[config.mk]
export PLATFORM = sky130hd
export DESIGN_NAME = ksed_ram
export DESIGN_NICKNAME = d
export VERILOG_FILES = /design/src/rtl/core/ksed_ram.sv
export SDC_FILE = /design/constraint.sdc
export NUM_CORES = 2
export LEC_CHECK = 0
export BUFFER_PORTS_ARGS = -buffer_cell sky130_fd_sc_hd__buf_4
export CORE_MARGIN = 1
export CORE_UTILIZATION = 35
export CTS_BUF_LIST = sky130_fd_sc_hd__clkbuf_4 sky130_fd_sc_hd__clkbuf_8
export DETAILED_ROUTE_END_ITERATION = 10
export PLACE_DENSITY = 0.53
export SLEW_MARGIN = 5
export SYNTH_ARGS = -nofsm -noshare
export SYNTH_HDL_FRONTEND = slang
export SYNTH_SLANG_ARGS = --single-unit
[constraint.sdc]
create_clock -name clk -period 3 [get_ports clk]
set_input_delay 0.6 -clock clk [delete_from_list [all_inputs] [get_ports clk]]
set_output_delay 0.6 -clock clk [all_outputs]
set_load 0.01 [all_outputs]
[src/rtl/core/ksed_ram.sv]
// generic single write, single read ram with registered read data
module ksed_ram #(
	parameter int WIDTH = 8,
	parameter int DEPTH = 256
) (
	input  logic                     clk,
	input  logic                     we,
	input  logic [$clog2(DEPTH)-1:0] waddr,
	input  logic [WIDTH-1:0]         wdata,
	input  logic [$clog2(DEPTH)-1:0] raddr,
	output logic [WIDTH-1:0]         rdata
);

	logic [WIDTH-1:0] mem_q [DEPTH];
	logic [WIDTH-1:0] rdata_q;

	// write port and registered read port
	always_ff @(posedge clk) begin
		if (we) begin
			mem_q[waddr] <= wdata;
		end
		rdata_q <= mem_q[raddr];
	end

	assign rdata = rdata_q;

endmodule

# --- After elaboration in Yosys (flattened, before gate mapping) ---
# Memory sizes are Yosys's and may differ from the RTL's. A register that Yosys moved wholly into a read port is not among the register bits.
# Index checks and enable logic that the tools add are counted.
totals:
  mem_bits_rw: 2048
  ff_bits: 0
  word_cells: 3
  input_bits: 26
  n_memories: 1
mem_list:
  columns: ["memory", "depth", "width", "read_ports", "rd_clocked_by_memory_dff", "wr", "line", "text"]
  rows:
  - ["mem_q", 256, 8, 1, 1, 1, "14", "logic [WIDTH-1:0] mem_q [DEPTH];"]
op_classes:
  mux: 2
op_table:
  columns: ["cell", "count"]
  rows:
  - ["$mux 1", 2]

# --- Longest topological paths before layout ---
depth:
  ltp_word: 2
  mapped_depth: 11
  ltp_nobuf: 6

# --- Worst setup path before layout ---
# Ideal clock, no wire load.
synth_path:
  kind: "input port to flip-flop"
  start: "input raddr[0]"
  end: "register rdata_q[2], in the netlist rdata[2] (read register of mem_q)"
  path_stages: 9
  arrival_time_ps: 2407
  setup_slack_ps: 462
  t_required_ps: 2869
  path_cell_list: "buf_6 > buf_12 > buf_8 > buf_2 > mux4_2 > a22oi_1 > a21oi_1 > nor4_1 > nor4_2"
synth_rtl:
  columns: ["element", "line", "text"]
  rows:
  - ["start: declaration", "10", "input logic [$clog2(DEPTH)-1:0] raddr,"]
  - ["end: declaration", "15", "logic [WIDTH-1:0] rdata_q;"]

==> impl_metrics.toml <==
[synthesis]
synth_edf_count = 2048
ys_types = 55
synth_nets = 3759
synth_seq_cells = 2056
synth_area_leader_cell = "edfxtp_1"
synth-main-ff-cell = "edfxtp_1"
yosysWarningCount = 0
synth_area_leaders = "edfxtp_1, mux4_2, mux2i_1"
netlist.area_leader.share_pct = 77.3
ys_seq_area_share_pct = 77.5
syn_area_mm2 = 0.0796
avgSynthCellArea_um2 = 21.3
synthArstFlopShare_pct = 0
syn_inst = 3733

[die]
die_w_um = 479
core_mm2 = 0.225
io_pins = 34
die_y_um = 479
start_util_pct = 35.3
dieArea_mm2 = 0.229
rows = 174

[place]
hpwlAfterDp_mm = 138
port_buffers = 33
place_inst = 7156
routabilityCongestion = 0.826

[sta]
tightest_slew_ns = 0.941
finalSetupViolations = 0
maxSlewViolCount = 0
setup_tns_ns = 0
rsz0062_at_grt = "false"
hold_violations = 0
finalCriticalPeriod_ns = 2.74
maxSlewHeadroom_pct = 36.8
fin_hold_ws_ns = 0.0224
fin_crit_sh_pct = 91.3
max_freq_mhz = 365
skew_ns = 0.0872

[clocking]
cts_buffers = 357
root_buffer = "clkbuf_8"
clockBufferDepth = 4
cts_sinks = 2056
path_clk_slew_ns = 0.06
cts_tree = "built"
htree_levels = 5
clkLatencyLatePin_ns = 1.08

[global_route]
antenna_found_initial = 17
grt_pass1_vias = 42400
grt_use_total_pct = 18.8
grt_max_degree = 102
gr-total-overflow = 0
grt_pass1_wl_mm = 309

[route]
drt-pass1-iter-count = 7
detail-route-antenna-nets = 0
wl_per_cell_um = 27.8
wirelength_mm = 216
vias = 41200
vias_per_cell = 5.30
drtIter0Drc = 4167
drc = 0

[worst_setup_path]
critical_path.max_fanout = 1
critical_path.max_stage_delay_ns = 0.70
worstSetupPathType = "flip-flop to flip-flop"
arrival_ns = 3.61
start_kind = "flip-flop"
end_kind = "flip-flop"
critPathRequiredTime_ns = 3.87
crit_chain = "mux4_2, mux4_2, nor2b_1, nor4_1, buf_4, nor4_1"
cpMaxStageDelayCell = "nor4_1"

[cells_and_area]
fill_cells = 19800
final_cell_mix = "edfxtp_1, buf_4, mux4_2, clkbuf_8, nor2_1"
stdcell_count = 7766
fin_nets = 4556
final_common_cell = "edfxtp_1"
final_util_pct = 41.9
layout-drive-gt1-share_pct = 34.5
area_growth_pct = 18.8

[power]
p_leak_nw = 30.4
ir_worst_vdd_mv = 0.482
power.density_mw_per_mm2 = 622
fin_total_pwr_mw = 58.8

[status]
outcome = "finished, final reports clean"

[run]
cap_violations = 0

[worst_hold_path]
hold_path.class = "primary input to flip-flop"
-- cells by family (layout without fill, tap and decap cells) --
logic type,Yosys count,after routing,share of synthesized area [%]
compound gates,385,385,3.42
other cells,0,11,0
buf+inv,235,1265,1.83
simple gates,466,466,2.63
mux,591,591,14.6
flops,2056,2056,77.5
-- cells in the mapped netlist (5+ instances only) --
library cell,n
nand2b_1,8
nand4_1,10
o22ai_1,28
a211oi_1,16
o211ai_1,10
o221ai_1,46
and2_1,6
nor2_1,282
clkbuf_1,111
edfxtp_1,2048
buf_8,13
mux4_2,454
a22o_1,8
nor2b_1,31
buf_1,22
buf_6,21
buf_12,8
buf_4,27
nand2_1,33
o22a_1,5
dfxtp_1,8
mux2i_1,134
a21oi_1,96
a22oi_1,133
o21ai_0,10
buf_2,31
nand3_1,34
a221oi_1,13
nor4_1,24
nor3_1,22
-- where the power goes --
part	leakage [nW]	switching, mW	total (mW)	internal, mW
registers	18.5	0.0674	31.7	31.7
clock network	3.38	11.0	23.7	12.7
logic	8.57	2.03	3.37	1.34
total	30.4	13.1	58.8	45.7
-- through the flow --
stage | area [µm²] | setup slack [ns]
after floorplan | 79600 | 0.462
after global placement | 88000 | -1.05
after detailed placement | 88000 | -0.917
after CTS | 94500 | 0.241
after global routing | 94500 | 0.134
final | 94500 | 0.260
-- worst paths after layout --
path	startpoint	to	slack (ns)	depth (start not counted)
min	wdata[2]	mem_q[69][2]	0.02	1
max	mem_q[83][7]	rdata[7]	0.26	6
max reg2reg	mem_q[83][7]	rdata[7]	0.26	6
min reg2reg	mem_q[34][2]	rdata[2]	1.06	6
-- worst max-delay path: cells and delay by family, from the launching register on --
kind | cells | cell delay (ns)
and+or+nand+nor | 3 | 0.91
muxes | 2 | 1.05
DFF | 1 | 0.35
buffers and inverters | 1 | 0.23
-- layout make-up --
type | count | area [µm²] | share of cell area (%)
Multi-Input combinational cell | 1442 | 16500 | 17.5
Sequential cell | 2056 | 61700 | 65.3
Clock buffer | 468 | 5790 | 6.13
Antenna cell | 11 | 27.5 | 0.0291
Inverter | 2 | 7.51 | 0.00794
Timing Repair Buffer | 671 | 6120 | 6.47
Tap cell | 2992 | 3740 | 3.96
Clock inverter | 124 | 626 | 0.662
-- layer usage --
metal  share of wire [%]  GRT usage [%]  vias to the layer above
li1                    -              -                    17300
met3                 6.3           3.29                      327
met5              0.0060              0                        -
met1                  43           26.0                    22100
met4                 2.3           5.54                        2
met2                  49           30.3                     1410
-- timing repair --
action                                 in CTS  in global routing
setup endpoints to repair                   1                  0
setup buffers                               0                  0
gates resized for setup                     1                  0
endpoints found under the hold margin     165                  0
hold buffers                                7                  0
-- flip-flops by register name, indices dropped and copies added, names as in the netlist --
signal  flops
rdata       8
mem_q    2048
Note: power is estimated with default switching activity, not from simulation.
