$ cat src/rtl/core/ksed_pkg.sv
// shared types, constants and lookup tables of the keyed string entry decoder
package ksed_pkg;

	// default sizes
	localparam int MAX_PAYLOAD_DEF = 8192;
	localparam int OUT_MAX_DEF     = 4096;

	// entry layout and unpack widths
	localparam int HDR_LEN = 6;
	localparam int POS_W   = 20;
	localparam int BIDX_W  = 18;

	localparam logic [15:0] CODE_LO   = 16'h0020;
	localparam logic [7:0]  RAW_WIDTH = 8'h10;
	localparam logic [7:0]  MAX_WIDTH = 8'h10;

	// key mix round constants
	localparam logic [31:0] MIX_KA     = 32'h9fb498b3;
	localparam logic [31:0] MIX_KB     = 32'h66b0cd0d;
	localparam logic [31:0] MIX_F_MASK = 32'h22222222;
	localparam logic [31:0] MIX_F_KEEP = 32'h7bf36ae2;
	localparam logic [31:0] MIX_KC     = 32'hf33d5697;
	localparam logic [31:0] MIX_G      = 32'h59d148c0;
	localparam logic [31:0] MIX_KD     = 32'hd675e47b;
	localparam logic [31:0] MIX_KE     = 32'hb453c259;

	// short code table for codes below CODE_LO
	localparam logic [15:0] CODE_TABLE [32] = '{
		16'h0000, 16'h0030, 16'h0031, 16'h0032, 16'h0033, 16'h0034, 16'h0035, 16'h0036,
		16'h0073, 16'h0074, 16'h0072, 16'h006E, 16'h0075, 16'h006D, 16'h0028, 16'h0029,
		16'h005B, 16'h005D, 16'h003C, 16'h003E, 16'h0025, 16'h0023, 16'h002F, 16'h003A,
		16'h002D, 16'h0027, 16'h0022, 16'h0020, 16'h002C, 16'h002E, 16'h0021, 16'h000A
	};

	// command beat
	typedef struct packed {
		logic        command;
		logic [7:0]  data_byte;
		logic        last_byte;
		logic [63:0] entry_key;
	} cmd_t;

	// result beat
	typedef struct packed {
		logic [1:0]  status;
		logic [12:0] char_count;
		logic [15:0] character;
		logic        char_valid;
		logic        end_of_string;
	} res_t;

	// control into the rc4 unit
	typedef struct packed {
		logic        sched;
		logic        next;
		logic [63:0] key;
	} rc4_req_t;

	// status out of the rc4 unit
	typedef struct packed {
		logic       busy;
		logic       done;
		logic [7:0] ks;
	} rc4_rsp_t;

	function automatic logic [31:0] rot5(input logic [31:0] v);
		return {v[26:0], v[31:27]};
	endfunction

	function automatic logic [31:0] rot30(input logic [31:0] v);
		return {v[1:0], v[31:2]};
	endfunction

	function automatic logic [15:0] code_lut(input logic [4:0] idx);
		return CODE_TABLE[idx];
	endfunction

endpackage

$ cat src/rtl/core/ksed_ram.sv
// generic single write, single read ram with registered read data
module ksed_ram #(
	parameter int WIDTH = 8,
	parameter int DEPTH = 256
) (
	input  logic                     clk,
	input  logic                     we,
	input  logic [$clog2(DEPTH)-1:0] waddr,
	input  logic [WIDTH-1:0]         wdata,
	input  logic [$clog2(DEPTH)-1:0] raddr,
	output logic [WIDTH-1:0]         rdata
);

	logic [WIDTH-1:0] mem_q [DEPTH];
	logic [WIDTH-1:0] rdata_q;

	// write port and registered read port
	always_ff @(posedge clk) begin
		if (we) begin
			mem_q[waddr] <= wdata;
		end
		rdata_q <= mem_q[raddr];
	end

	assign rdata = rdata_q;

endmodule

$ cat src/rtl/core/ksed_rc4.sv
// rc4 unit: key mix, s-box fill, key schedule and keystream over one s-box ram
module ksed_rc4 import ksed_pkg::*; (
	input  logic     clk,
	input  logic     arst_n,
	input  rc4_req_t req,
	output rc4_rsp_t rsp
);

	localparam logic [2:0] R_IDLE = 3'd0;
	localparam logic [2:0] R_FILL = 3'd1;
	localparam logic [2:0] R_RD_X = 3'd2;
	localparam logic [2:0] R_RD_Y = 3'd3;
	localparam logic [2:0] R_WR_X = 3'd4;
	localparam logic [2:0] R_WR_Y = 3'd5;
	localparam logic [2:0] R_RD_T = 3'd6;
	localparam logic [2:0] R_OUT  = 3'd7;

	// key mix steps, spread over the first cycles of the fill
	localparam logic [7:0] MIX_A = 8'd0;
	localparam logic [7:0] MIX_B = 8'd1;
	localparam logic [7:0] MIX_C = 8'd2;
	localparam logic [7:0] MIX_D = 8'd3;
	localparam logic [7:0] MIX_E = 8'd4;
	localparam logic [7:0] MIX_W = 8'd5;

	localparam logic [4:0] RK_LAST = 5'd19;

	logic [2:0]   st_q;
	logic         ksa_q;
	logic [7:0]   x_q, y_q, sx_q, sy_q;
	logic [4:0]   r20_q;
	logic [63:0]  key_q;
	logic [31:0]  a_q, b_q, c_q, d_q, e_q;
	logic [159:0] rk_q;

	logic         we;
	logic [7:0]   waddr, wdata, raddr, rdata;
	logic [7:0]   y_new, rk_byte;
	logic [31:0]  lo, hi, a30, b30, fa, g, h;

	ksed_ram #(.WIDTH(8), .DEPTH(256)) u_sbox (
		.clk   (clk),
		.we    (we),
		.waddr (waddr),
		.wdata (wdata),
		.raddr (raddr),
		.rdata (rdata)
	);

	// key mix terms
	assign lo  = key_q[31:0];
	assign hi  = key_q[63:32];
	assign a30 = rot30(a_q);
	assign b30 = rot30(b_q);
	assign fa  = ~(a_q & MIX_F_MASK) & MIX_F_KEEP;
	assign g   = ((a30 ^ MIX_G) & b_q) ^ MIX_G;
	assign h   = ((a30 ^ b30) & c_q) ^ a30;

	assign rk_byte = rk_q[{r20_q, 3'b000} +: 8];
	assign y_new   = y_q + rdata + (ksa_q ? rk_byte : 8'h00);

	// s-box ram port control
	always_comb begin
		we    = 1'b0;
		waddr = x_q;
		wdata = x_q;
		raddr = x_q;
		unique case (st_q)
			R_FILL: begin
				we = 1'b1;
			end
			R_RD_X: begin
				raddr = ksa_q ? x_q : x_q + 8'd1;
			end
			R_RD_Y: begin
				raddr = y_new;
			end
			R_WR_X: begin
				we    = 1'b1;
				wdata = rdata;
			end
			R_WR_Y: begin
				we    = 1'b1;
				waddr = y_q;
				wdata = sx_q;
			end
			R_RD_T: begin
				raddr = sx_q + sy_q;
			end
			default: begin
			end
		endcase
	end

	assign rsp.busy = (st_q != R_IDLE);
	assign rsp.done = (st_q == R_OUT) || (st_q == R_WR_Y && ksa_q && x_q == 8'hFF);
	assign rsp.ks   = rdata;

	// sequencer
	always_ff @(posedge clk or negedge arst_n) begin
		if (!arst_n) begin
			st_q  <= R_IDLE;
			ksa_q <= 1'b0;
			x_q   <= '0;
			y_q   <= '0;
			sx_q  <= '0;
			sy_q  <= '0;
			r20_q <= '0;
			key_q <= '0;
			a_q   <= '0;
			b_q   <= '0;
			c_q   <= '0;
			d_q   <= '0;
			e_q   <= '0;
			rk_q  <= '0;
		end else begin
			unique case (st_q)
				R_IDLE: begin
					if (req.sched) begin
						key_q <= req.key;
						ksa_q <= 1'b1;
						x_q   <= '0;
						st_q  <= R_FILL;
					end else if (req.next) begin
						ksa_q <= 1'b0;
						st_q  <= R_RD_X;
					end
				end
				R_FILL: begin
					case (x_q)
						MIX_A: a_q <= lo + MIX_KA;
						MIX_B: b_q <= hi + MIX_KB + rot5(a_q);
						MIX_C: c_q <= rot5(b_q) + lo + fa + MIX_KC;
						MIX_D: d_q <= hi + rot5(c_q) + g + MIX_KD;
						MIX_E: e_q <= h + lo + rot5(d_q) + MIX_KE + lo;
						MIX_W: rk_q <= {a30 + lo, b30 + hi, lo + rot30(c_q), hi + d_q, e_q};
						default: begin
						end
					endcase
					x_q <= x_q + 8'd1;
					if (x_q == 8'hFF) begin
						y_q   <= '0;
						r20_q <= '0;
						st_q  <= R_RD_X;
					end
				end
				R_RD_X: begin
					if (!ksa_q) begin
						x_q <= x_q + 8'd1;
					end
					st_q <= R_RD_Y;
				end
				R_RD_Y: begin
					sx_q <= rdata;
					y_q  <= y_new;
					st_q <= R_WR_X;
				end
				R_WR_X: begin
					sy_q <= rdata;
					st_q <= R_WR_Y;
				end
				R_WR_Y: begin
					if (ksa_q) begin
						x_q   <= x_q + 8'd1;
						r20_q <= (r20_q == RK_LAST) ? 5'd0 : r20_q + 5'd1;
						if (x_q == 8'hFF) begin
							y_q   <= '0;
							ksa_q <= 1'b0;
							st_q  <= R_IDLE;
						end else begin
							st_q <= R_RD_X;
						end
					end else begin
						st_q <= R_RD_T;
					end
				end
				R_RD_T: begin
					st_q <= R_OUT;
				end
				R_OUT: begin
					st_q <= R_IDLE;
				end
				default: begin
					st_q <= R_IDLE;
				end
			endcase
		end
	end

endmodule

$ cat config.mk
export PLATFORM = sky130hd
export DESIGN_NAME = ksed_rc4
export DESIGN_NICKNAME = d
export VERILOG_FILES = /design/src/rtl/core/ksed_pkg.sv /design/src/rtl/core/ksed_ram.sv /design/src/rtl/core/ksed_rc4.sv
export SDC_FILE = /design/constraint.sdc
export NUM_CORES = 2
export LEC_CHECK = 0
export BUFFER_PORTS_ARGS = -buffer_cell sky130_fd_sc_hd__clkbuf_2
export CAP_MARGIN = 20
export CORE_ASPECT_RATIO = 1.75
export CORE_UTILIZATION = 25
export CTS_CLUSTER_DIAMETER = 60
export DETAILED_ROUTE_END_ITERATION = 10
export SLEW_MARGIN = 20
export SYNTH_ARGS = -nofsm -noshare
export SYNTH_HDL_FRONTEND = slang
export SYNTH_HIERARCHICAL = 1
export SYNTH_SLANG_ARGS = --single-unit
$ cat constraint.sdc
create_clock -name clk -period 23.6 [get_ports clk]
set_clock_uncertainty 0.1 [all_clocks]
set_input_delay 3.54 -clock clk [delete_from_list [all_inputs] [get_ports clk]]
set_output_delay 3.54 -clock clk [all_outputs]
set_load 0.01 [all_outputs]
Yosys cells after proc, flatten, opt, wreduce, memory -nomap -nowiden
Memories as Yosys holds them, arrays and structs flattened. A register that Yosys moved wholly into a read port is not among the register bits.
Cells that the tools add are included.
W data, S select, Z words.
{ "op_classes": {"n_addsub": 22, "n_eq_ne": 18, "n_shift": 1, "mux": 29, "bitwise_logic": 7, "reduce_logical": 23} }
{ "ops": {"columns": ["op", "n"], "rows": [
  ["$add A32 B32 Y32", 11],
  ["$shiftx A160 B9 Y8", 1],
  ["$add A32 B32 Y32 const B", 4],
  ["$and A32 B32 Y32", 2],
  ["$xor A32 B32 Y32", 2],
  ["$mux W8", 7],
  ["$pmux W8 S3", 2],
  ["$add A32 B31 Y32", 1],
  ["$add A32 B31 Y32 const B", 1],
  ["$pmux W8 S4", 1],
  ["$not A30 Y31", 1],
  ["$add A8 B8 Y8", 3],
  ["$not A12 Y12", 2],
  ["$pmux W3 S8", 1],
  ["$reduce_and A2 Y1", 10],
  ["$eq A8 B2 Y1 const B", 2],
  ["$eq A8 B3 Y1 const B", 2],
  ["$pmux W8 S2", 1],
  ["$mux W5", 3],
  ["$eq A3 B3 Y1 const B", 4],
  ["$mux W3", 4],
  ["$pmux W5 S2", 1],
  ["$add A8 B1 Y8 const B", 1],
  ["$eq A8 B1 Y1 const B", 1],
  ["other kinds (19)", 32]
]} }
{ "word_totals": {"regBits": 425, "ram_bits": 2048, "input_bits": 68, "out_inout_bits": 10, "elab_cells": 115, "mem_count": 1} }
{ "memory_table": {"columns": ["memory", "depth", "word_bits", "rd", "rd_clocked_by_memory_dff", "write_ports", "line_no", "text"], "rows": [
  ["u_sbox.mem_q", 256, 8, 1, 1, 1, "ksed_ram.sv:14", "logic [WIDTH-1:0] mem_q [DEPTH];"]
]} }

Longest topological paths before layout
{ "depth": {"word_depth": 7, "depth_mapped": 28, "depth_no_buf": 24} }

Hierarchy
Netlist, hierarchy kept.
{ "modules_own_cells": {"columns": ["mod", "instances", "cells_each", "area_each_um2", "seq_area_each_um2"], "rows": [
  ["ksed_ram", 1, 3733, 79556.3, 61659.1],
  ["ksed_rc4", 1, 3987, 35094.9, 10635.2]
]} }

Worst setup path before layout
Ideal clock, no wire load.
{ "synth_path": {"path_kind": "reg2reg", "startpoint": "reg st_q[0]", "endpoint": "mem u_sbox.mem_q[0][1], data pin", "setup_time_ps": 2187, "t_arrival_ps": 11206, "required_time_ps": 21313, "path_slack_ps": 10106, "stages_incl_launch_ff": 6, "n_path_buf": 3, "period_less_slack_ps": 13494, "cell_sequence": "dfrtp_1 buf_2 clkbuf_1 buf_1 mux2i_1 o21ai_0"} }
{ "synth_between": {"elab_chain_len": 2, "elab_cells_between_ends": 3} }
{ "synth_lines": {"columns": ["element", "line_no", "text"], "rows": [
  ["start: declaration", "ksed_rc4.sv:28", "logic [2:0] st_q;"],
  ["start signal: assignment", "ksed_rc4.sv:102", "st_q <= R_IDLE;"],
  ["start signal: assignment", "ksed_rc4.sv:123", "st_q <= R_FILL;"],
  ["start signal: assignment", "ksed_rc4.sv:126", "st_q <= R_RD_X;"],
  ["$eq A3 B3 Y1", "ksed_rc4.sv:68", "unique case (st_q)"],
  ["$pmux W8 S2 *", "ksed_rc4.sv:68", null],
  ["named net wdata[1]", "ksed_rc4.sv:37", "logic [7:0] waddr, wdata, raddr, rdata;"],
  ["end: declaration", "ksed_ram.sv:14", null]
]} }
The timed path passes the listed nets; every way through them passes the cells marked *.

Final worst setup path
{ "layout_path": {"startpoint": "reg r20_q[0]", "endpoint": "reg u_sbox.rdata_q[7], in the netlist u_sbox/rdata[7] (read register of u_sbox.mem_q)"} }
{ "layout_between": {"elab_chain_len": 4} }
{ "layout_lines": {"columns": ["element", "line_no", "text"], "rows": [
  ["start: declaration", "ksed_rc4.sv:31", "logic [4:0] r20_q;"],
  ["start signal: assignment", "ksed_rc4.sv:165", "r20_q <= (r20_q == RK_LAST) ? 5'd0 : r20_q + 5'd1;"],
  ["$shiftx A160 B9 Y8", "ksed_rc4.sv:59", "assign rk_byte = rk_q[{r20_q, 3'b000} +: 8];"],
  ["$mux W8", "ksed_rc4.sv:60", "assign y_new = y_q + rdata + (ksa_q ? rk_byte : 8'h00);"],
  ["$add A8 B8 Y8", "ksed_rc4.sv:60", null],
  ["$pmux W8 S3", "ksed_rc4.sv:68", null],
  ["named net raddr[5]", "ksed_rc4.sv:37", null],
  ["end: declaration", "ksed_ram.sv:15", "logic [WIDTH-1:0] rdata_q;"]
]} }
The timed path passes the listed nets, and every way through them passes these cells.
A chain may end at the register's enable or synchronous reset.

==> results.md <==
* Status: completed
* Crit path buf inv count at 5
* Layout cell share with drive strength beyond 1 at around 15%
* Min-Delay Path Class: register to register
* Cell variety after synth at roughly 110
* Mapped Nets at 8281
* Clk buf depth at 4
* Via count at 68550
* Largest stage delay on the critical path at a little over 1 ns
* Synthesized cell area at between 0.1 and 0.15 mm^2
* CTS resizes at 0
* Ys Warns at 6
* Number of detailed-route iterations in the first pass at 5
* Number of global-route vias before repair at around 70000
* Reg2Reg Depth at 24
* CTS Sinks at roughly 2500
* WP data required at around 24 ns
* Maximum clock rate at 118.2 MHz
* Post-synthesis register bit count at about 2500
* CP delay by family, top: simple AND/OR/NAND/NOR gates
* Worst path slowest cell: nor3_1
* Initial Util at 25.12%
* Via density at between 4 and 5
* Antenna violations before repair at 28
* Cell taking the most area after synthesis: edfxtp_1
* Reg clk slew, reported paths at roughly 0.070 ns
* Least-Margin Pin Slew at approximately 1.3 ns
* DR WL/cell at between 20 and 30 um
* Post-synth EDFFs at about 2000
* Ports at 78
* CORE AREA at about 0.46 mm^2
* Final worst-path cycle share at a little over a third
* Mean Syn Cell Area at roughly 15 um^2
* Die height at approximately 900 um
* Sequential share of the synthesized area at a little over three fifths
* Nets at between 8000 and 9000
* Number of maximum-capacitance violations at 0
* Total setup buffers inserted after CTS at 0
* Clock latency at the later pin of the worst-skew pair at a little over 0.9 ns
* Gr usage total at 16.05%
* Row count at about 330
* Top-area cell type share of the netlist area at 53.64%
* Worst Hold Depth at 2
* Most common cell after layout, fill and taps aside: edfxtp_1
* Synthesis-to-layout area growth at 13.25%
* WP depth at 24
* # port buffers at between 70 and 80
* Ys async rst share at 17.13%
* Critical Setup Path Class: register to register
* CP Capture Type: register
* Most used flip-flop cell after synthesis: edfxtp_1
* Hold bufs inserted after CTS at 0
* Slew Viols, Final at 0
* Crit start category: register
* Largest net degree at the start of global routing at between 200 and 250
* H-tree depth at 4
* Synth area leaders: edfxtp_1 54%, mux4_2 9.9%, dfrtp_1 9.3%
* Worst EP arrival at between 9 and 10 ns
* Gpl congestion at between 1 and 1.5
* TritonCTS clock tree: built
* Critical-path maximum fanout at 31
* Die ar. at 0.4614 mm^2
* 1st-iter DRT viols at 6330
* Layout filler cell count at between 40000 and 50000
* CTS root buffer: clkbuf_16
* Cells after Synth at slightly below 8000
* Tmin final at ~8.5 ns
* Post-route ant nets at 0
* DRC Markers at 0
* Total global routing overflow at 0
* Die X at between 500 and 600 um
* Max_slew headroom at 13.94%
* RSZ-0062 raised after global routing: false
* Final count of hold timing violations at 0
* CTS Buf Count at ~230
* Worst path cell trace: buf_4 > mux4_2 > mux4_2 > a22o_1 > nand2_1 > fa_1 > inv_1 > ha_1 > inv_1 > fa_1 > inv_1 > a21o_1 > a21oi_1 > xnor2_1 > nand2_1 > o31ai_1 > a221o_2 > nor2b_1 > nand2_1 > nor2_1 > a2111oi_2 > nor3_1 > buf_4 > nor4_1
* Most frequent cells in the layout: 2048 x edfxtp_1, 641 x nand2_1, 502 x mux4_2
* # setup viols final at 0
* Final HPWL DP at 270.4 mm
* First-pass GRT wire length at roughly 530 mm
* Final wirelength at ~380 mm
* Setup TNS at 0 ns
[layout make-up]
| cell class | count | area [um^2] | area share [%] |
|---|---|---|---|
| diodes | 22 | 55.05 | 0.04240 |
| clock buffers | 288 | 6113 | 4.708 |
| clock inverters | 127 | 1403 | 1.080 |
| inverters | 366 | 1374 | 1.058 |
| multi-input cells | 4504 | 39320 | 30.28 |
| flip-flops and latches | 2481 | 72300 | 55.68 |
| well taps | 6105 | 7639 | 5.883 |
| repair buffers | 228 | 1642 | 1.264 |
[routing by layer]
layer	vias to the layer above	share of wire, %	track usage, %
met4	0	9.9	13.71
li1	29810	-	-
met5	-	0	0
met3	929	4.9	2.384
met1	35270	33	15.96
met2	2539	52	29.14
[cells by family (layout without fill, tap and decap cells)]
family / after synthesis / count (layout) / share of synthesized area, %
flops: 2481 / 2481 / 63.06
xor+xnor: 240 / 240 / 1.833
mux: 725 / 725 / 11.91
compound gates: 1487 / 1487 / 8.311
fa+ha+maj: 493 / 493 / 5.937
buf+inv: 735 / 1009 / 2.917
other cells: 0 / 22 / 0
simple gates: 1559 / 1559 / 6.040
[registers in the layout, indices dropped and copies added (netlist names), 32 cells and up]
signal and count:
c_q 32, key_q 64, rk_q 160, e_q 32, u_sbox/mem_q 2048, d_q 32
b_q 32, a_q 32
[stage by stage]
step / hold slack (ns) / setup slack [ns] / cell area (um^2) / util [%] / instances
after floorplan: 0.3331 / 10.11 / 114700 / - / 7720
after global placement: 0.3422 / 13.94 / 122100 / 26.76 / 13680
after detailed placement: 0.3535 / 15.15 / 122200 / 26.78 / 13680
after CTS: 0.3188 / 15.13 / 129800 / 28.43 / 14100
after global routing: 0.3653 / 14.77 / 129800 / 28.44 / 14110
final: 0.3094 / 15.14 / 129800 / 28.45 / 14120
[worst paths after layout]
path	endpoint	start	slack [ns]
worst max-delay path	u_sbox/rdata[7]	r20_q[0]	15.14
worst min-delay path	rk_q[15]	e_q[15]	0.31
worst max register to register	u_sbox/rdata[7]	r20_q[0]	15.14
worst min register to register	rk_q[15]	e_q[15]	0.31
max in group asynchronous	e_q[28]	arst_n	18.02
min in group asynchronous	b_q[8]	arst_n	2.50
[synth_stat cells (all sizes together) (47+ instances only)]
cell,count
fa,85
clkbuf,228
mux2i,158
nor2,456
nor3,64
nor2b,50
nand2b,47
inv,364
dfrtp,425
nand2,643
nand3,109
buf,141
o21ai,446
edfxtp,2048
mux2,63
a211oi,63
a21o,109
xor2,120
ha,408
a22oi,141
o221ai,51
a21oi,333
mux4,504
xnor2,120
[worst register-to-register path, cell delays in order, from the launching register on]
cell and delay, ns:
dfrtp_2 0.65, buf_4 0.60, mux4_2 0.63, mux4_2 0.51, a22o_1 0.24, nand2_1 0.11
fa_1 0.44, inv_1 0.07, ha_1 0.16, inv_1 0.06, fa_1 0.46, inv_1 0.07
a21o_1 0.15, a21oi_1 0.11, xnor2_1 0.15, nand2_1 0.09, o31ai_1 0.09, a221o_2 0.63
nor2b_1 0.86, nand2_1 0.47, nor2_1 0.25, a2111oi_2 0.08, nor3_1 1.01, buf_4 0.26
nor4_1 0.05
Power is not shown: default switching activity piles up to over one toggle a cycle in this logic, so the estimate is an artifact.
