--- src/rtl/core/ksed_pkg.sv ---
// shared types, constants and lookup tables of the keyed string entry decoder
package ksed_pkg;

	// default sizes
	localparam int MAX_PAYLOAD_DEF = 8192;
	localparam int OUT_MAX_DEF     = 4096;

	// entry layout and unpack widths
	localparam int HDR_LEN = 6;
	localparam int POS_W   = 20;
	localparam int BIDX_W  = 18;

	localparam logic [15:0] CODE_LO   = 16'h0020;
	localparam logic [7:0]  RAW_WIDTH = 8'h10;
	localparam logic [7:0]  MAX_WIDTH = 8'h10;

	// key mix round constants
	localparam logic [31:0] MIX_KA     = 32'h9fb498b3;
	localparam logic [31:0] MIX_KB     = 32'h66b0cd0d;
	localparam logic [31:0] MIX_F_MASK = 32'h22222222;
	localparam logic [31:0] MIX_F_KEEP = 32'h7bf36ae2;
	localparam logic [31:0] MIX_KC     = 32'hf33d5697;
	localparam logic [31:0] MIX_G      = 32'h59d148c0;
	localparam logic [31:0] MIX_KD     = 32'hd675e47b;
	localparam logic [31:0] MIX_KE     = 32'hb453c259;

	// short code table for codes below CODE_LO
	localparam logic [15:0] CODE_TABLE [32] = '{
		16'h0000, 16'h0030, 16'h0031, 16'h0032, 16'h0033, 16'h0034, 16'h0035, 16'h0036,
		16'h0073, 16'h0074, 16'h0072, 16'h006E, 16'h0075, 16'h006D, 16'h0028, 16'h0029,
		16'h005B, 16'h005D, 16'h003C, 16'h003E, 16'h0025, 16'h0023, 16'h002F, 16'h003A,
		16'h002D, 16'h0027, 16'h0022, 16'h0020, 16'h002C, 16'h002E, 16'h0021, 16'h000A
	};

	// command beat
	typedef struct packed {
		logic        command;
		logic [7:0]  data_byte;
		logic        last_byte;
		logic [63:0] entry_key;
	} cmd_t;

	// result beat
	typedef struct packed {
		logic [1:0]  status;
		logic [12:0] char_count;
		logic [15:0] character;
		logic        char_valid;
		logic        end_of_string;
	} res_t;

	// control into the rc4 unit
	typedef struct packed {
		logic        sched;
		logic        next;
		logic [63:0] key;
	} rc4_req_t;

	// status out of the rc4 unit
	typedef struct packed {
		logic       busy;
		logic       done;
		logic [7:0] ks;
	} rc4_rsp_t;

	function automatic logic [31:0] rot5(input logic [31:0] v);
		return {v[26:0], v[31:27]};
	endfunction

	function automatic logic [31:0] rot30(input logic [31:0] v);
		return {v[1:0], v[31:2]};
	endfunction

	function automatic logic [15:0] code_lut(input logic [4:0] idx);
		return CODE_TABLE[idx];
	endfunction

endpackage

--- src/rtl/core/ksed_char_dec.sv ---
// character decode from a three byte window: raw words or packed codes
module ksed_char_dec import ksed_pkg::*; (
	input  logic [23:0] window,
	input  logic [2:0]  shift,
	input  logic [7:0]  width,
	input  logic [15:0] base,
	input  logic        raw,
	output logic [15:0] character
);

	logic [23:0] shifted;
	logic [16:0] mask;
	logic [15:0] code;

	// extract the code at the bit offset
	assign shifted = window >> shift;
	assign mask    = (17'd1 << width[4:0]) - 17'd1;
	assign code    = shifted[15:0] & mask[15:0];

	// map the code to a character
	always_comb begin
		if (raw) begin
			character = window[15:0];
		end else if (code == 16'h0000) begin
			character = 16'h0000;
		end else if (code < CODE_LO) begin
			character = code_lut(code[4:0]);
		end else begin
			character = base - CODE_LO + code;
		end
	end

endmodule

--- config.mk ---
export PLATFORM = sky130hd
export DESIGN_NAME = ksed_char_dec
export DESIGN_NICKNAME = d
export VERILOG_FILES = /design/src/rtl/core/ksed_pkg.sv /design/src/rtl/core/ksed_char_dec.sv
export SDC_FILE = /design/constraint.sdc
export NUM_CORES = 1
export LEC_CHECK = 0
export BUFFER_PORTS_ARGS = -buffer_cell sky130_fd_sc_hd__clkbuf_2
export CORE_UTILIZATION = 55
export DETAILED_ROUTE_END_ITERATION = 8
export PLACE_DENSITY = 0.82
export SETUP_SLACK_MARGIN = 0.1
export SLEW_MARGIN = 40
export SYNTH_ARGS = -nofsm -noshare
export SYNTH_HDL_FRONTEND = slang
export SYNTH_SLANG_ARGS = --single-unit
--- constraint.sdc ---
create_clock -name vclk -period 7.83
set_input_delay 1.566 -clock vclk [all_inputs]
set_output_delay 1.566 -clock vclk [all_outputs]
set_load 0.02 [all_outputs]
[Yosys cells after proc, flatten, opt, wreduce, memory -nomap -nowiden]
Memory sizes are Yosys's and may differ from the RTL's.
Cells that the tools add are included.
Word-level totals
  input bits: 52
  register bits after elaboration: 0
  output and inout port bits: 16
  logic and storage cells: 16
  bits in read-only memories: 512
  memories: 1
Cells by class
  $lt $le $gt $ge: 2
  bitwise logic cells: 2
  mux-type cells: 5
  reduce and logical (&&, ||, !) cells: 1
  shift-type cells: 2
  add/sub/neg operators: 3
Memories
  (name not given): words 32, width 16, rd ports 1, clocked after Yosys merged registers in 0, wr ports 0, RTL line ksed_pkg.sv:75  | return CODE_TABLE[idx];
Operator list (number)
  16-bit two-way mux: 5
  24-bit by 3-bit right shift with 16-bit output: 1
  16-bit adder: 1
  16-bit AND: 1
  16-bit zero test: 1
  16-bit by 6-bit < comparator with 1-bit output (second input constant): 1
  1-bit by 5-bit left shift with 16-bit output (first input constant): 1
  16-bit by 1-bit subtractor with 16-bit output (second input constant): 1
  16-bit by 6-bit subtractor with 16-bit output (second input constant): 1
  6-bit greater-or-equal comparator (second input constant): 1
  5-bit NOT with 6-bit output: 1

[Longest topological paths before layout]
Gate-level depths: netlist (run 1).
  word-level depth: 10
  depth in mapped cells: 20
  gate-level depth less buffers: 18

[Worst setup path before layout (run 1)]
No wires, ideal clock.
  path type: input port to output port
  start: input port width[2]
  end: output port character[15]
  cell stages on the path: 18
  path buffers: 3
  path slack: -0.048 ns
  arrival time: 6.312 ns
  data required time: 6.264 ns
  cell sequence: or3_1 > buf_2 > or3b_2 > ha_1 > clkbuf_1 > nor4_1 > a22oi_1 > a211oi_2 > clkbuf_1 > ha_1 > ha_1 > o21a_1 > o31a_1 > o41ai_1 > o221ai_1 > a31oi_1 > xnor2_1 > o21ai_0
Between the ends
  cells in the longest elaborated chain, start to end: 10
  elaborated cells on any way between the ends: 13
  those cells by class: add/sub (2); order compare (1); shift (1); mux (5); bitwise (2); reduce/logical (1); memory (1)
Ends and longest elaborated chain
  start, declared: RTL line ksed_char_dec.sv:5  | input logic [7:0] width,
  1-bit by 5-bit left shift with 16-bit output *: RTL line ksed_char_dec.sv:17  | assign mask = (17'd1 << width[4:0]) - 17'd1;
  16-bit by 1-bit subtractor with 16-bit output *: RTL line ksed_char_dec.sv:17
  16-bit AND *: RTL line ksed_char_dec.sv:18  | assign code = shifted[15:0] & mask[15:0];
  5-bit NOT with 6-bit output (implied by the code): RTL line ksed_pkg.sv:75
  memory read 32 x 16 bit
  16-bit two-way mux (implied by the code) (2 in a row): RTL line ksed_pkg.sv:75
  16-bit two-way mux: RTL line ksed_char_dec.sv:26  | end else if (code < CODE_LO) begin
  16-bit two-way mux *: RTL line ksed_char_dec.sv:24  | end else if (code == 16'h0000) begin
  16-bit two-way mux *: RTL line ksed_char_dec.sv:22  | if (raw) begin
  end, declared: RTL line ksed_char_dec.sv:8  | output logic [15:0] character
Every way passes the cells marked *; elsewhere a longest branch is shown, timed or not. The select of a mux whose other input is x is not followed.

[Final worst setup path (run 1)]
  start: input port width[2]
  end: output port character[14]
Same word-level chain as after synthesis.

==> out/results.tsv, run 1 <==
metric	value	unit
Vias/cell	6.08	
post-synthesis xor/xnor area fraction	0.0456	
Die Ht	71.9	um
initial antenna violation count	0	
Setup Fix Bufs, Post-CTS	0	
fmax	133	MHz
# port buffers	64	
routed wl met2	3710	um
MaxCap Viol Count	0	
global route overflow	0	
Starting Density	0.569	
WL met1	3100	um
total chip power	375	uW
Final TNS setup	0	ns
total nets after synthesis	447	
Worst Setup End Kind	output port	
Top Metal Used	met4	
Cell Area, Placed	3080	um^2
Post-DRT Antenna Nets	0	
DP HPWL	5860	um
design area	3100	um^2
Slew Viols, Final	0	
Synth Area in Compound Gates	0.267	
post-synthesis adder-cell area fraction	0.170	
Yosys cell types	61	
drt first pass iters	4	
worst relative slew slack	0.607	
Tightest Pin Transition	0.589	ns
period utilisation layout	0.959	
Die X	71.9	um
CP Class	in -> out	
number of global-route vias before repair	2689	
endpoints failing setup	0	
Final WS setup	0.320	ns
Ports	68	
CP max stage delay	0.48	ns
via count	2930	
worst hold path type	in -> out	
Post-Syn Instances	359	
post-synthesis sequential area ratio	0	
DIE AREA	5170	um^2
area delta synth->final	15.3	%
area occupied by multi-input gates	2410	um^2
Mean Syn Cell Area	7.48	um^2
antenna diode count	0	
first-pass GRT wire length	11900	um
Hold Vio Cnt, Final	0	
crit path time final	7.51	ns
area fraction in and, or, nand and nor cells after synthesis	0.187	
routed wire length on met3	355	um
Seq Cell Count	0	
# nets final	505	
Starting DRT DRC Count	155	
Arrival @ worst endpoint	5.94	ns
GRT Total Usage	0.282	
Pwr per Cell Area	121	nW/um^2
row cnt	25	
Pleak	1.49	nW
routed wire length	7290	um
largest net degree at the start of global routing	30	
VDD IR-drop max	113	uV
post-synthesis mux area share	0.218	
Worst Path Max Fanout	4	
clkbuf count	0	
crit-path most repeated cell	ha_1	
pre-CTS worst setup slack	0.105	ns
core footprint	4720	um^2
largest family of logic cells by synthesized area	compound AO/OA/AOI/OAI gates	
fillers	453	
routed len/inst	15.1	um
Yosys warning count	0	
Placer Congestion	0.865	
proportion of layout cells with a drive suffix above 1	0.301	
storage element area	0	um^2
WP data required	6.26	ns
startpoint types	input port	
Netlist Area Pre-Place	2690	um^2
drt drc	0	
RSZ-0062 raised after global routing	true	
crit-path cells	clkbuf_2, or3_1, or3b_2, ha_1, or3b_2, or3_1, a311oi_2, buf_4, inv_1, ha_1, inv_1, ha_1, a21o_1, a21oi_2, o21ai_1, and4_1, a311oi_2, o21ai_1, clkbuf_2	
critical path's slowest cell	or3b_2	
outcome	finished clean	
[through the flow]
stage / hold slack [ns] / utilization / std cells
6_report: 3.50 / 0.656 / 482
4_1_cts: 3.50 / 0.652 / 482
5_1_grt: 3.54 / 0.656 / 482
2_1_floorplan: 3.29 / - / 359
3_5_place_dp: 3.49 / 0.651 / 482
3_3_place_gp: 3.50 / 0.651 / 482
[final cells by class]
class / count / area share
Multi-Input combinational cell: 289 / 0.779
Timing Repair Buffer: 77 / 0.135
Inverter: 49 / 0.0594
Tap cell: 67 / 0.0271
[final timing paths]
path / startpoint / to / slack [ns] / cells after the start
max: width[2] / character[14] / 0.32 / 19
min: window[0] / character[0] / 3.50 / 4
[critical path, delay by kind of cell]
family	cells	cell delay, ns
AOI/OAI and AO/OA	6	1.14
adders and majority gates	3	0.82
buffers and inverters	5	0.50
and+or+nand+nor	5	1.92
[cells by family after synthesis]
kind of cell    count (synthesis)
xor+xnor                       14
simple gates                   93
fa+ha+maj                      36
compound gates                103
mux                            43
buf+inv                        70
[power by group]
part / switching (mW) / internal [mW] / total (mW) / leakage, nW
sequential: 0 / 0 / 0 / 0
clock: 0 / 0 / 0 / 0
combinational: 0.210 / 0.165 / 0.375 / 1.49
total: 0.210 / 0.165 / 0.375 / 1.49
[cells in the final DEF, fill, tap and decap left out, types with 3 or more instances in the layout]
master and count:
a21o_1 6, clkbuf_2 64, nand2b_1 8, a211oi_1 4
or2_2 4, mux4_2 10, o21ai_0 14, nand3_1 6
a21oi_1 8, o31a_1 3, o21ai_1 5, or3_1 5
o31ai_1 5, xnor2_1 11, o21bai_1 4, o211ai_1 4
nor2_1 12, mux2_1 4, buf_4 13, o22ai_1 17
xor2_1 3, inv_1 47, nand2_1 27, o21a_1 3
mux2i_1 10, ha_1 35, nor3_1 9, mux2_2 19
a31oi_1 5, o221ai_1 6, nor2b_1 4
[layer usage]
layer	track usage	up-vias
li1	-	1455
met1	0.358	1347
met2	0.529	115
met3	0.0155	13
met4	0.0458	0
met5	0	-
[what timing repair did]
item / 4_1_cts / 5_1_grt
hold buffers: 0 / 0
hold endpoints to repair: 0 / 0
gates cloned: 0 / 0
resized for setup: 1 / 6
pin swaps: 0 / 3
endpoints found under the setup margin: 1 / 4
[cells in the mapped netlist (3+ instances only)]
master	count	area share
inv_1	47	0.066
ha_1	35	0.16
nand2_1	27	0.038
mux2_2	19	0.080
o21ai_0	18	0.034
o22ai_1	17	0.040
nor2_1	12	0.017
xnor2_1	11	0.036
clkbuf_1	10	0.014
mux2i_1	10	0.037
mux4_2	10	0.084
a21oi_1	9	0.017
nor3_1	9	0.017
nand2b_1	8	0.019
buf_2	7	0.013
a21o_1	6	0.017
nand3_1	6	0.011
o221ai_1	6	0.020
o31ai_1	6	0.017
a31oi_1	5	0.012
or3_1	5	0.012
a211oi_1	4	0.011
buf_6	4	0.017
mux2_1	4	0.017
nor2b_1	4	0.0093
o211ai_1	4	0.011
o21bai_1	4	0.011
or2_2	4	0.0093
a311oi_1	3	0.0098
o21a_1	3	0.0084
o31a_1	3	0.0098
xor2_1	3	0.0098
Note: power is estimated with default switching activity, not from simulation.
==> run 2: changes to the inputs <==
ABC_AREA = 1   (was unset)
==> run 2 against run 1 <==
  * Critical endpoint is now character[11]
  * Cell count up 35%
  * Synthesized area is 3.8% higher
  * Setup slack better by 0.45 ns
  * Sequential share of layout area unchanged
  * Highest routed layer unchanged
  * First-iteration DRC count is 93% higher
  * Cell area shrank 0.73%
  * Hold slack got worse by 0.029 ns
  * Wire length grew 14%
==> out/results.tsv, run 2 <==
metric	value	unit	change
outcome	finished clean		
Pleak	1.86	nW	+25%
CP Buf/Inv Count	4		-1
crit-path most repeated cell	nand2_1		
Arrival @ worst endpoint	5.50	ns	-0.44 ns
post-synthesis sequential area ratio	0		unchanged
critical path's slowest cell	nor2_2		
Seq Cell Count	0		unchanged
Hold Vio Cnt, Final	0		unchanged
worst relative slew slack	0.614		+0.00703
CTS Hold Buffers Added	0		unchanged
Finished Core Util	0.643		-0.0133
Slew Viols, Final	0		unchanged
antenna diode count	0		unchanged
Die Ht	73.2	um	+1.8%
DP HPWL	6760	um	+15%
Area contributors post-synth	nand2_1 25%, nand3_1 18%, ha_1 16%, inv_1 9.0%, a21oi_1 3.6%		
initial antenna violation count	0		unchanged
Yosys cell types	31		-49%
Final WS setup	0.767	ns	+0.447 ns
period utilisation layout	0.902		-0.0571
Die X	73.2	um	+1.8%
most numerous cell in the Yosys netlist	nand2_1		
HP Start	window[0]		
CP max stage delay	0.36	ns	-0.12 ns
Worst Setup End Kind	output port		
Synth top area share	0.248		+0.0846
Min-Delay Path Depth	4		unchanged
MaxCap Viol Count	0		unchanged
VDD IR-drop max	77.8	uV	-31%
endpoints failing setup	0		unchanged
commonest non-fill, non-tap cells in the layout	184 x nand2_1, 98 x nand3_1, 67 x inv_1		
dominant cell type by area after synthesis	nand2_1		
drt drc	0		unchanged
Yosys warning count	0		unchanged
commonest non-fill, non-tap cell in the layout	nand2_1		
CP Class	in -> out		
Hold EP	character[0]		
# nets final	672		+33%
Post-Syn Instances	535		+49%
Worst Path Max Fanout	11		+7
Tightest Pin Transition	0.578	ns	-0.0112 ns
worst hold path type	in -> out		
Resize count post-CTS	0		-1
Starting DRT DRC Count	299		+93%
Top delay family on crit path	simple AND/OR/NAND/NOR gates		
WP data required	6.26	ns	about the same
GRT Total Usage	0.301		+0.0188
Placer Congestion	0.965		+12%
storage element area	0	um^2	unchanged
core footprint	4790	um^2	+1.3%
Setup Fix Bufs, Post-CTS	0		unchanged
proportion of layout cells with a drive suffix above 1	0.160		-0.141
area delta synth->final	10.3	%	
routed wire length	8290	um	+14%
total nets after synthesis	623		+39%
Starting Density	0.583		+0.0140
Final TNS setup	0	ns	unchanged
clkbuf count	0		unchanged
DIE AREA	5360	um^2	+3.7%
# port buffers	64		unchanged
synth cell count leaders	184 x nand2_1, 98 x nand3_1, 67 x inv_1		
Vias/cell	5.67		-6.8%
global route overflow	0		unchanged
crit path time final	7.06	ns	-0.447 ns
number of global-route vias before repair	3105		+15%
Netlist Area Pre-Place	2790	um^2	+3.8%
crit-path cells	clkbuf_2, nor2_2, inv_1, nor2_1, nand2_1, ha_1, nand2_1, nand2_1, nand2_1, nand2_2, inv_2, ha_1, ha_1, a21oi_1, o21ai_0, a21oi_1, o21ai_0, nand2_1, nand2_1, xnor2_1, o21ai_0, clkbuf_2		
via count	3678		+26%
drt first pass iters	5		+1
Pwr per Cell Area	120	nW/um^2	-1.1%
RSZ-0062 raised after global routing	false		
routed len/inst	12.8	um	-16%
fmax	142	MHz	+6.3%
startpoint types	input port		
row cnt	25		unchanged
Mean Syn Cell Area	5.21	um^2	-30%
pre-CTS worst setup slack	0.908	ns	+0.802 ns
Ports	68		unchanged
Post-DRT Antenna Nets	0		unchanged
largest net degree at the start of global routing	24		-20%
first-pass GRT wire length	13200	um	+10%
==> run 2: changes by cell type after synthesis, moves of 7 or more <==
| cell | delta |
|---|---|
| inv_1 | +20 |
| mux2_2 | -19 |
| nand2b_1 | -8 |
| nand3_1 | +92 |
| nor2_1 | +11 |
| nand2_2 | +7 |
| mux4_2 | -10 |
| clkbuf_1 | -8 |
| nand2_1 | +157 |
| mux2i_1 | -10 |
| o22ai_1 | -17 |
| nand4_1 | +7 |
| a21oi_1 | +11 |
==> run 2: worst max path at each step <==
stage              from             to  slack [ns]  cells past startpoint
6_report       width[3]  character[11]        0.77                     22
5_1_grt        width[3]  character[10]        0.35                     21
4_1_cts        width[3]  character[11]        0.90                     21
3_5_place_dp   width[3]  character[11]        0.91                     22
3_3_place_gp   width[3]  character[10]        0.94                     21
2_1_floorplan  width[4]  character[11]        1.60                     20
==> run 2: report_power, final <==
group / internal [mW] / switching [mW] / leakage [nW]
clock network: 0 / 0 / 0
logic: 0.129 / 0.239 / 1.86
registers: 0 / 0 / 0
==> run 2: cell type report <==
cell class	count	area [um^2]
multi-input cells	444	2390
inverters	74	278
well taps	67	83.8
repair buffers	64	320
fillers	481	1710
==> run 2: logic make-up (layout without fill, tap and decap cells) <==
group / Yosys count / count (layout) / share of synthesized area
adder cells (fa/ha/maj): 36 / 36 / 0.164
XOR/XNOR: 13 / 13 / 0.0408
AO/OA/AOI/OAI: 53 / 53 / 0.101
AND/OR/NAND/NOR: 342 / 342 / 0.552
buffers and inverters: 91 / 138 / 0.142
==> run 2: per-stage QoR <==
stage               std cells  area (um^2)  hold WS, ns  power, mW
floorplan                 535         2790         3.30      0.273
global placement          649         3080         3.47      0.351
detailed placement        649         3080         3.47      0.360
CTS                       649         3080         3.47      0.361
global route              649         3080         3.48      0.408
finish                    649         3080         3.47      0.368
==> run 2: layer usage <==
metal,global-route usage,up-vias,wire (um)
li1,-,1844,-
met1,0.416,1631,3650
met2,0.525,193,3860
met3,0.0152,10,722
met4,0.0370,0,66
met5,0,-,0
==> run 3: changes to the inputs <==
ABC_AREA = unset   (was 1)
CORE_MARGIN = 2   (was unset)
==> run 3 against run 2 <==
  * Wire length is 13% lower
  * Fmax down 6.2%
  * Global-route usage fell by 4.2 points
  * Largest power group unchanged
==> out/results.tsv, run 3 (same netlist as run 1, synthesis figures left out) <==
metric	value	unit	change
outcome	finished clean		
Seq Cell Count	0		unchanged
clkbuf count	0		unchanged
crit path time final	7.53	ns	+0.463 ns
CTS Hold Buffers Added	0		unchanged
MaxCap Viol Count	0		unchanged
proportion of layout cells with a drive suffix above 1	0.301		+0.141
worst hold path type	in -> out		
storage element area	0	um^2	unchanged
# port buffers	64		unchanged
Finished Core Util	0.656		+0.0133
Worst Path Max Fanout	10		-1
Post-DRT Antenna Nets	0		unchanged
DIE AREA	5460	um^2	+1.9%
Starting DRT DRC Count	130		-57%
first-pass GRT wire length	11500	um	-13%
area delta synth->final	15.3	%	
Final TNS setup	0	ns	unchanged
# nets final	505		-25%
Tightest Pin Transition	0.574	ns	-0.00389 ns
CP Class	in -> out		
HP Start	window[0]		
routed len/inst	15.0	um	+18%
VDD IR-drop max	92.2	uV	+19%
worst relative slew slack	0.617		+0.00301
drt drc	0		unchanged
core footprint	4720	um^2	-1.3%
GRT Total Usage	0.258		-0.0422
Worst Setup End Kind	output port		
Placer Congestion	0.980		+1.6%
RSZ-0062 raised after global routing	false		
drt first pass iters	4		-1
startpoint types	input port		
Pwr per Cell Area	121	nW/um^2	+0.92%
endpoints failing setup	0		unchanged
Vias/cell	6.07		+7.1%
fmax	133	MHz	-6.2%
Die Ht	73.9	um	+0.92%
Hold Vio Cnt, Final	0		unchanged
period utilisation layout	0.961		+0.0592
Min-Delay Path Depth	4		unchanged
Starting Density	0.569		-0.0140
commonest non-fill, non-tap cells in the layout	64 x clkbuf_2, 47 x inv_1, 35 x ha_1		
Slew Viols, Final	0		unchanged
commonest non-fill, non-tap cell in the layout	clkbuf_2		
Ports	68		unchanged
routed wire length	7240	um	-13%
Die X	73.9	um	+0.92%
Pleak	1.49	nW	-20%
Arrival @ worst endpoint	5.96	ns	+0.46 ns
largest net degree at the start of global routing	30		+25%
DP HPWL	5840	um	-14%
global route overflow	0		unchanged
antenna diode count	0		unchanged
WP data required	6.26	ns	about the same
number of global-route vias before repair	2670		-14%
initial antenna violation count	0		unchanged
Setup Fix Bufs, Post-CTS	0		unchanged
Hold EP	character[0]		
via count	2925		-20%
row cnt	25		unchanged
-- run 3: timing repair --
item / 4_1_cts / 5_1_grt
hold endpoints to repair: 0 / 0
resized for setup: 0 / 5
setup endpoints to repair: 0 / 4
-- run 3: worst max-delay path, stage by stage --
cell and delay [ns]:
clkbuf_2 0.09, or3_1 0.38, or3b_2 0.48, ha_1 0.24, buf_4 0.17, nor4_2 0.21
a22oi_1 0.15, a211oi_2 0.38, ha_1 0.30, ha_1 0.34, o21a_1 0.19, o31a_1 0.12
o41ai_1 0.31, buf_4 0.20, o221ai_1 0.18, a31oi_1 0.25, xnor2_1 0.10, o21ai_1 0.13
clkbuf_2 0.18
-- run 3: layout make-up --
class,instances,area (um^2)
fillers,418,1630
multi-input cells,289,2410
repair buffers,77,418
well taps,67,83.8
inverters,49,184
-- run 3: per-layer routing --
metal / routed length, um / up-vias / track usage
met5: 0 / - / 0
met4: 182 / 0 / 0.0848
met3: 283 / 18 / 0.00686
met2: 3520 / 94 / 0.463
met1: 3250 / 1360 / 0.331
li1: - / 1453 / -
-- run 3: power breakdown --
part	internal [mW]	switching [mW]	leakage (nW)	total, mW
logic	0.165	0.209	1.49	0.374
registers	0	0	0	0
clock network	0	0	0	0
total	0.165	0.209	1.49	0.374
-- run 3: worst max path at each step --
stage	startpoint	end	slack [ns]	cells past startpoint
3_5_place_dp	width[2]	character[14]	0.20	19
4_1_cts	width[2]	character[14]	0.18	19
6_report	width[2]	character[15]	0.30	19
3_3_place_gp	width[2]	character[14]	0.26	19
2_1_floorplan	width[2]	character[11]	0.10	18
5_1_grt	width[2]	character[14]	0.07	19
-- run 3: stage by stage --
step / total power [mW] / std cells / instance area (um^2) / hold slack, ns / setup WS, ns
6_report: 0.374 / 482 / 3100 / 3.50 / 0.303
4_1_cts: 0.366 / 482 / 3080 / 3.50 / 0.178
3_3_place_gp: 0.354 / 482 / 3080 / 3.50 / 0.263
3_5_place_dp: 0.364 / 482 / 3080 / 3.50 / 0.198
5_1_grt: 0.410 / 482 / 3100 / 3.54 / 0.0662
2_1_floorplan: 0.271 / 359 / 2690 / 3.29 / 0.102
